<file path="src/lts_pkg.sv">
// Shared types and constants for the layered topological sort block.
// No dependencies; used by lts_ctrl, lts_datapath and layered_topological_sort.
package lts_pkg;

   localparam int NODE_INDEX_WIDTH = 5;
   localparam int NODE_COUNT_WIDTH = 6;

   // request kinds
   localparam logic REQ_ADD_EDGE = 1'b0;
   localparam logic REQ_RUN      = 1'b1;

   typedef struct packed {
      logic                        req_type;
      logic [NODE_INDEX_WIDTH-1:0] edge_source;
      logic [NODE_INDEX_WIDTH-1:0] edge_target;
   } req_item_type;

   typedef struct packed {
      logic [NODE_INDEX_WIDTH-1:0] node_index;
      logic                        node_valid;
      logic                        last_of_order;
      logic                        order_incomplete;
   } rsp_item_type;

   // controller -> datapath
   typedef struct packed {
      logic add_edge;
      logic start_run;
      logic count_row;
      logic load_layer;
      logic emit_step;
      logic finish;
   } cmd_type;

   // datapath -> controller
   typedef struct packed {
      logic row_done;
      logic layer_empty;
      logic mask_empty;
      logic pending_valid;
      logic out_free;
   } status_type;

endpackage

</file>
<file path="src/lts_ctrl.sv">
// Sequencer for the layered topological sort: idle/edge load, in-degree count,
// layer pick, per-node emit and final result. Depends on lts_pkg.
module lts_ctrl (
   input  logic                clock,
   input  logic                reset,
   input  logic                req_valid,
   input  logic                req_kind,
   output logic                req_ready,
   input  lts_pkg::status_type status,
   output lts_pkg::cmd_type    cmd
);

   localparam logic [2:0] ST_IDLE   = 3'd0;
   localparam logic [2:0] ST_COUNT  = 3'd1;
   localparam logic [2:0] ST_LAYER  = 3'd2;
   localparam logic [2:0] ST_EMIT   = 3'd3;
   localparam logic [2:0] ST_FINISH = 3'd4;

   logic [2:0] state_ff;
   logic [2:0] state_in;

   assign req_ready = (state_ff == ST_IDLE);

   always_comb begin
      state_in = state_ff;
      cmd      = '0;
      unique case (state_ff)
         ST_IDLE: begin
            if (req_valid) begin
               if (req_kind == lts_pkg::REQ_RUN) begin
                  cmd.start_run = 1'b1;
                  state_in      = ST_COUNT;
               end else begin
                  cmd.add_edge = 1'b1;
               end
            end
         end
         ST_COUNT: begin
            if (status.row_done) begin
               state_in = ST_LAYER;
            end else begin
               cmd.count_row = 1'b1;
            end
         end
         ST_LAYER: begin
            if (status.layer_empty) begin
               state_in = ST_FINISH;
            end else begin
               cmd.load_layer = 1'b1;
               state_in       = ST_EMIT;
            end
         end
         ST_EMIT: begin
            if (status.mask_empty) begin
               state_in = ST_LAYER;
            end else if (!status.pending_valid || status.out_free) begin
               cmd.emit_step = 1'b1;
            end
         end
         ST_FINISH: begin
            if (status.out_free) begin
               cmd.finish = 1'b1;
               state_in   = ST_IDLE;
            end
         end
         default: begin
            state_in = ST_IDLE;
         end
      endcase
   end

   always_ff @(posedge clock) begin
      if (reset) begin
         state_ff <= ST_IDLE;
      end else begin
         state_ff <= state_in;
      end
   end

endmodule

</file>
<file path="src/lts_datapath.sv">
// Datapath: adjacency bit store, in-degree lanes, visited/layer masks,
// lowest-index picker, held result and output register. Depends on lts_pkg.
module lts_datapath #(
   parameter int NODE_LIMIT = 32
) (
   input  logic                                  clock,
   input  logic                                  reset,
   input  lts_pkg::cmd_type                      cmd,
   output lts_pkg::status_type                   status,
   input  lts_pkg::req_item_type                 req_item,
   input  logic                                  csr_write_enable,
   input  logic [lts_pkg::NODE_COUNT_WIDTH-1:0]  csr_write_data,
   output logic                                  rsp_valid,
   input  logic                                  rsp_ready,
   output lts_pkg::rsp_item_type                 rsp_item
);

   localparam int ROW_W = $clog2(NODE_LIMIT);
   localparam int CW    = lts_pkg::NODE_COUNT_WIDTH;
   localparam int IW    = lts_pkg::NODE_INDEX_WIDTH;

   logic [CW-1:0]         node_count_ff;
   logic [CW-1:0]         n_use;
   logic [NODE_LIMIT-1:0] nmask;

   logic [NODE_LIMIT-1:0] adj_ff [NODE_LIMIT];
   logic [CW-1:0]         indeg_ff [NODE_LIMIT];
   logic [NODE_LIMIT-1:0] visited_ff;
   logic [NODE_LIMIT-1:0] layer_ff;
   logic [CW-1:0]         row_ctr_ff;
   logic [CW-1:0]         emit_count_ff;
   logic                  pending_valid_ff;
   logic [IW-1:0]         pending_idx_ff;

   logic                  rsp_valid_ff;
   lts_pkg::rsp_item_type rsp_item_ff;

   logic [NODE_LIMIT-1:0] layer_w;
   logic [NODE_LIMIT-1:0] count_row_w;
   logic [NODE_LIMIT-1:0] pick_row_w;
   logic [ROW_W-1:0]      pick_idx;
   logic                  edge_ok;
   logic                  out_free;

   // nodes in use, saturated at the store size
   assign n_use = (node_count_ff > CW'(NODE_LIMIT)) ? CW'(NODE_LIMIT) : node_count_ff;

   always_comb begin
      for (int j = 0; j < NODE_LIMIT; j++) begin
         nmask[j]   = (CW'(j) < n_use);
         layer_w[j] = nmask[j] && !visited_ff[j] && (indeg_ff[j] == '0);
      end
   end

   // lowest set bit of the held layer
   always_comb begin
      pick_idx = '0;
      for (int j = NODE_LIMIT - 1; j >= 0; j--) begin
         if (layer_ff[j]) begin
            pick_idx = ROW_W'(j);
         end
      end
   end

   assign count_row_w = adj_ff[row_ctr_ff[ROW_W-1:0]] & nmask;
   assign pick_row_w  = adj_ff[pick_idx] & nmask;
   assign edge_ok     = ({1'b0, req_item.edge_source} < n_use) &&
                        ({1'b0, req_item.edge_target} < n_use);
   assign out_free    = !rsp_valid_ff || rsp_ready;

   assign status.row_done      = (row_ctr_ff >= n_use);
   assign status.layer_empty   = (layer_w == '0);
   assign status.mask_empty    = (layer_ff == '0);
   assign status.pending_valid = pending_valid_ff;
   assign status.out_free      = out_free;

   always_ff @(posedge clock) begin
      if (reset) begin
         node_count_ff <= '0;
      end else if (csr_write_enable) begin
         node_count_ff <= csr_write_data;
      end
   end

   // adjacency store: set on edge load, cleared as a whole after a run
   always_ff @(posedge clock) begin
      if (reset || cmd.finish) begin
         for (int i = 0; i < NODE_LIMIT; i++) begin
            adj_ff[i] <= '0;
         end
      end else if (cmd.add_edge && edge_ok) begin
         adj_ff[req_item.edge_source[ROW_W-1:0]][req_item.edge_target[ROW_W-1:0]] <= 1'b1;
      end
   end

   // in-degree lanes
   always_ff @(posedge clock) begin
      if (reset || cmd.start_run) begin
         for (int j = 0; j < NODE_LIMIT; j++) begin
            indeg_ff[j] <= '0;
         end
      end else if (cmd.count_row) begin
         for (int j = 0; j < NODE_LIMIT; j++) begin
            indeg_ff[j] <= indeg_ff[j] + CW'(count_row_w[j]);
         end
      end else if (cmd.emit_step) begin
         for (int j = 0; j < NODE_LIMIT; j++) begin
            if (pick_row_w[j] && (indeg_ff[j] != '0)) begin
               indeg_ff[j] <= indeg_ff[j] - CW'(1);
            end
         end
      end
   end

   always_ff @(posedge clock) begin
      if (reset) begin
         visited_ff       <= '0;
         layer_ff         <= '0;
         row_ctr_ff       <= '0;
         emit_count_ff    <= '0;
         pending_valid_ff <= 1'b0;
      end else if (cmd.start_run) begin
         visited_ff       <= '0;
         layer_ff         <= '0;
         row_ctr_ff       <= '0;
         emit_count_ff    <= '0;
         pending_valid_ff <= 1'b0;
      end else begin
         if (cmd.count_row) begin
            row_ctr_ff <= row_ctr_ff + CW'(1);
         end
         if (cmd.load_layer) begin
            layer_ff <= layer_w;
         end
         if (cmd.emit_step) begin
            layer_ff[pick_idx]   <= 1'b0;
            visited_ff[pick_idx] <= 1'b1;
            emit_count_ff        <= emit_count_ff + CW'(1);
            pending_valid_ff     <= 1'b1;
         end
         if (cmd.finish) begin
            pending_valid_ff <= 1'b0;
         end
      end
   end

   always_ff @(posedge clock) begin
      if (cmd.emit_step) begin
         pending_idx_ff <= IW'(pick_idx);
      end
   end

   // output register; the held node goes out once the next one is known or the run ends
   always_ff @(posedge clock) begin
      if (reset) begin
         rsp_valid_ff <= 1'b0;
      end else if ((cmd.emit_step && pending_valid_ff) || cmd.finish) begin
         rsp_valid_ff <= 1'b1;
      end else if (rsp_ready) begin
         rsp_valid_ff <= 1'b0;
      end
   end

   always_ff @(posedge clock) begin
      if (cmd.emit_step && pending_valid_ff) begin
         rsp_item_ff.node_index       <= pending_idx_ff;
         rsp_item_ff.node_valid       <= 1'b1;
         rsp_item_ff.last_of_order    <= 1'b0;
         rsp_item_ff.order_incomplete <= 1'b0;
      end else if (cmd.finish) begin
         rsp_item_ff.node_index       <= pending_valid_ff ? pending_idx_ff : '0;
         rsp_item_ff.node_valid       <= pending_valid_ff;
         rsp_item_ff.last_of_order    <= 1'b1;
         rsp_item_ff.order_incomplete <= (emit_count_ff < n_use);
      end
   end

   assign rsp_valid = rsp_valid_ff;
   assign rsp_item  = rsp_item_ff;

endmodule

</file>
<file path="src/layered_topological_sort.sv">
// Top level of the layered topological sort block.
// Depends on lts_pkg, lts_ctrl and lts_datapath.
//
// Edge items (req_type add) load a directed graph of up to node_count nodes
// into an adjacency bit store, one item per cycle while idle; edges touching
// a node at or beyond node_count are dropped and duplicates collapse. A run
// item counts in-degrees (one adjacency row per cycle), then walks layers:
// it forms each layer from the in-degree lanes, emits the layer's nodes
// (lowest index first, each node's out-edges retired in the same cycle,
// waiting while the result side stalls) and closes the layer; once no
// further layer is found it gives the final result. The last result of a
// run has last_of_order set and order_incomplete when nodes on or behind
// a cycle were never emitted; a run that emits nothing returns a single
// result with node_valid low. The edge store clears at the end of every
// run. node_count is written through csr_; the user must write it only
// while the block is idle, and the block itself does not enforce this.
module layered_topological_sort #(
   parameter int MAX_NODES = 32
) (
   input  logic                                 clock,
   input  logic                                 reset,
   // item input
   input  logic                                 req_valid,
   output logic                                 req_ready,
   input  lts_pkg::req_item_type                req_item,
   // result output
   output logic                                 rsp_valid,
   input  logic                                 rsp_ready,
   output lts_pkg::rsp_item_type                rsp_item,
   // node_count register
   input  logic                                 csr_write_enable,
   input  logic [lts_pkg::NODE_COUNT_WIDTH-1:0] csr_write_data
);

   // node indices are five bits, so the store never exceeds 32 nodes
   localparam int NODE_LIMIT = (MAX_NODES < 32) ? MAX_NODES : 32;

   lts_pkg::cmd_type    cmd;
   lts_pkg::status_type status;

   // sequencer: takes items only while idle
   lts_ctrl u_ctrl (
      .clock     (clock),
      .reset     (reset),
      .req_valid (req_valid),
      .req_kind  (req_item.req_type),
      .req_ready (req_ready),
      .status    (status),
      .cmd       (cmd)
   );

   // graph store, in-degree lanes and output register
   lts_datapath #(
      .NODE_LIMIT (NODE_LIMIT)
   ) u_datapath (
      .clock            (clock),
      .reset            (reset),
      .cmd              (cmd),
      .status           (status),
      .req_item         (req_item),
      .csr_write_enable (csr_write_enable),
      .csr_write_data   (csr_write_data),
      .rsp_valid        (rsp_valid),
      .rsp_ready        (rsp_ready),
      .rsp_item         (rsp_item)
   );

endmodule

</file>
<file path="config.mk">
export PLATFORM = sky130hd
export DESIGN_NAME = layered_topological_sort
export DESIGN_NICKNAME = d
export VERILOG_FILES = /design/src/lts_pkg.sv /design/src/lts_ctrl.sv /design/src/lts_datapath.sv /design/src/layered_topological_sort.sv
export SDC_FILE = /design/constraint.sdc
export NUM_CORES = 2
export LEC_CHECK = 0
export ABC_AREA = 1
export ABC_CLOCK_PERIOD_IN_PS = 7000
export BUFFER_PORTS_ARGS = -buffer_cell sky130_fd_sc_hd__buf_2
export CAP_MARGIN = 20
export CELL_PAD_IN_SITES_DETAIL_PLACEMENT = 1
export CELL_PAD_IN_SITES_GLOBAL_PLACEMENT = 2
export CORE_AREA = 3 3 420 422
export CTS_CLUSTER_DIAMETER = 40
export DETAILED_ROUTE_END_ITERATION = 7
export DIE_AREA = 0 0 423 425
export PLACE_DENSITY_LB_ADDON = 0.1
export SETUP_SLACK_MARGIN = 0.4
export SYNTH_ARGS = -nofsm -noshare
export SYNTH_HDL_FRONTEND = slang
export SYNTH_SLANG_ARGS = --single-unit
</file>
<file path="constraint.sdc">
create_clock -name clock -period 7 [get_ports clock]
set_input_delay 1.4 -clock clock [delete_from_list [all_inputs] [get_ports clock]]
set_output_delay 1.4 -clock clock [all_outputs]
set_load 0.005 [all_outputs]
</file>
==> flow_summary.toml <==
[route]
drt_iter0_drc = 6417
routed_via_density = 6.014
wirelength_mm = 332.7
drc = 0
wl_per_cell_microns = 27.35
vias = 73165
ant_nets = 0
drt_pass1_iterations = 5

[sta]
max_freq_ghz = 0.1641
fin_crit_sh_pct = 87.08
setup_tns_ps = 0
skew_ps = 50.78
fin_ws_ps = 904.7
period_minus_slack_ps = 6095
rsz0062_at_grt = "false"
slew_viol_final = 0
finalSetupViolations = 0
maxSlewHeadroom_pct = 19.89
tightest_slew_ps = 1202
hold_violations = 0

[synthesis]
synth_top_area_cell = "dfxtp_1"
synth.avg_cell_area_sq_um = 7.181
syn_nets = 10061
synth_edf_count = 202
ys_seq_elements = 1321
yosysWarnings = 0
synth_area_leaders = "dfxtp_1 32%, o22ai_1 8.9%, nand2_1 8.9%, edfxtp_1 8.6%, inv_1 7.9%"
netlist_area_sq_um = 70780
synth_cell_type_count = 55
syn_inst = 9857
synth-seq-area-share_pct = 40.22
synth_flop_cell = "dfxtp_1"
async_flop_share_pct = 0
synth_top_area_share_pct = 31.65

[power]
vdd_ir_drop_max_mv = 1.295
power_density_nw_per_um2 = 615.0
p_leak_nw = 31.86

[setup_path]
worstSetupEndpointType = "flop"
crit_path_start_kind = "flop"
crit_top_cell = "nand2_1"
crit_fanout = 14
cp_top_family = "simple AND/OR/NAND/NOR gates"
worstPathArrival_ps = 6720
path_buf_inv = 4
crit_type = "flop to flop"
cp.required_ps = 7630
crit_slowest_cell = "dfxtp_1"
slowest_delay_ps = 650

[placement]
dp_slack_ps = 960.7
gp_congestion = 0.8922
dpl.hpwl_mm = 190.6
io_buffers = 31

[global_routing]
grt_pass1_wl_mm = 487.7
grt_max_degree = 195
grt_usage_pct = 35.86
globalRouteOverflowTotal = 0
antenna_found_initial = 17
grt_pass1_vias = 74168

[floorplan]
num_rows = 153
fp.coreArea_sq_um = 173400
die_x_microns = 423
io_pins = 32
die_area_sq_um = 179800
dieHeight_microns = 425
start_util_pct = 40.81

[layout]
final_common_cell = "nand2_1"
final_cell_mix = "1639 x nand2_1, 1493 x inv_1, 1114 x dfxtp_1"
area_growth_pct = 16.87
final_core_util_pct = 47.70
nets = 9820
n_fill_cell = 21437
post_route_cells_drive_above_1_share_pct = 8.704

[clock_network]
hold_buffers = 0
cts_buffer_depth = 4
cts_root_buf = "clkbuf_16"
cts.htree.levels = 5
clk_pin_slew_ps = 50
numCtsBuffers = 295
cts_tree = "built"
insertion_delay_ps = 930
cts_sinks = 1321

[job]
maxCapViolations = 0

[run_status]
outcome = "complete, no violations"

[min_path]
hold_class = "flop to flop"
[logic make-up (layout without fill, tap and decap cells)]
family	count (synthesis)	after routing	synth area share (%)
other	0	6	0
flip-flops	1321	1321	40.22
AO/OA/AOI/OAI	2476	2476	20.23
buffers and inverters	2298	2275	12.41
AND/OR/NAND/NOR	3419	3419	21.78
adder cells (fa/ha/maj)	182	182	3.376
XOR/XNOR	161	161	1.992
[what timing repair did]
item | 4_1_cts | 5_1_grt
setup buffers | 0 | 4
endpoints found under the setup margin | 0 | 2
gates resized for setup | 0 | 1
endpoints found under the hold margin | 0 | 0
[cell usage after synthesis, types with 13 or more instances]
cell / instances
nand3b_1: 101
nor3b_1: 14
clkbuf_1: 627
ha_1: 167
o211ai_1: 32
nand2_2: 16
buf_2: 74
buf_1: 67
nor4_1: 18
a31oi_1: 14
nand4_1: 335
edfxtp_1: 202
dfxtp_1: 1119
o311ai_0: 40
nand3_1: 678
nor2_2: 26
o31ai_1: 15
xor2_1: 148
o22ai_1: 1007
a211oi_1: 46
nand2_1: 1675
o2111ai_1: 24
nor3_1: 123
o21ai_0: 633
o221ai_1: 15
nor2_1: 390
xnor2_1: 13
a21oi_1: 616
inv_1: 1499
fa_1: 15
[final timing paths]
path	start	to	slack, ps	cells past startpoint
max	u_datapath.node_count_ff[5]	u_datapath.indeg_ff[1][35]	900	28
min	u_datapath.rsp_item[2]	u_datapath.rsp_item[2]	450	2
max reg2reg	u_datapath.node_count_ff[5]	u_datapath.indeg_ff[1][35]	900	28
min reg2reg	u_datapath.rsp_item[2]	u_datapath.rsp_item[2]	450	2
[area by class of cell]
class                      count  area [sq um]  share of cell area (%)
timing repair buffer         243          2195                   2.653
clock inverter               127          1388                   1.677
antenna                        6         15.01                 0.01815
clock buffer                 388          8255                   9.979
inverter                    1517          5732                   6.929
multi-input combinational   6238         33750                   40.80
sequential                  1321         28480                   34.43
tap                         2325          2909                   3.516
[worst min-delay path: stages (launching register included)]
cell,delay [ps]
dfxtp_1,310
nand2_1,60
nand2_1,40
[sequential cells by signal, summed over array words and instances, names as in the netlist, named ones only]
signal                       count
u_datapath.layer_ff             32
u_datapath.pending_idx_ff        5
u_datapath.emit_count_ff         6
u_datapath.row_ctr_ff            6
u_ctrl.state_ff                  3
u_datapath.rsp_item              8
u_datapath.rsp_valid             1
u_datapath.indeg_ff            192
u_datapath.pending_valid_ff      1
u_datapath.visited_ff           32
u_datapath.adj_ff             1024
u_datapath.node_count_ff         6
[metrics by stage]
step	instances	hold slack, ps	cell area [sq um]	total power, mW
6_report	12165	453.6	82730	50.87
5_1_grt	12161	467.8	82720	53.83
4_1_cts	12152	455.8	82600	50.46
3_5_place_dp	11637	436.8	72960	36.56
3_3_place_gp	11626	437.0	72720	36.22
2_1_floorplan	9857	428.5	70780	26.63
[per-layer routing]
layer,global-route usage (%),up-vias,wire length (microns)
met5,0,-,21
met4,20.39,4,20250
met3,6.617,895,25260
met2,58.50,2928,151600
met1,44.51,36271,135600
li1,-,33067,-
[power breakdown]
group / total, mW / switching [mW] / internal (mW)
clock: 13.7 / 4.61 / 9.07
combinational: 28.6 / 20.5 / 8.06
sequential: 8.64 / 0.393 / 8.25
Power figures use the tool's default switching activity.
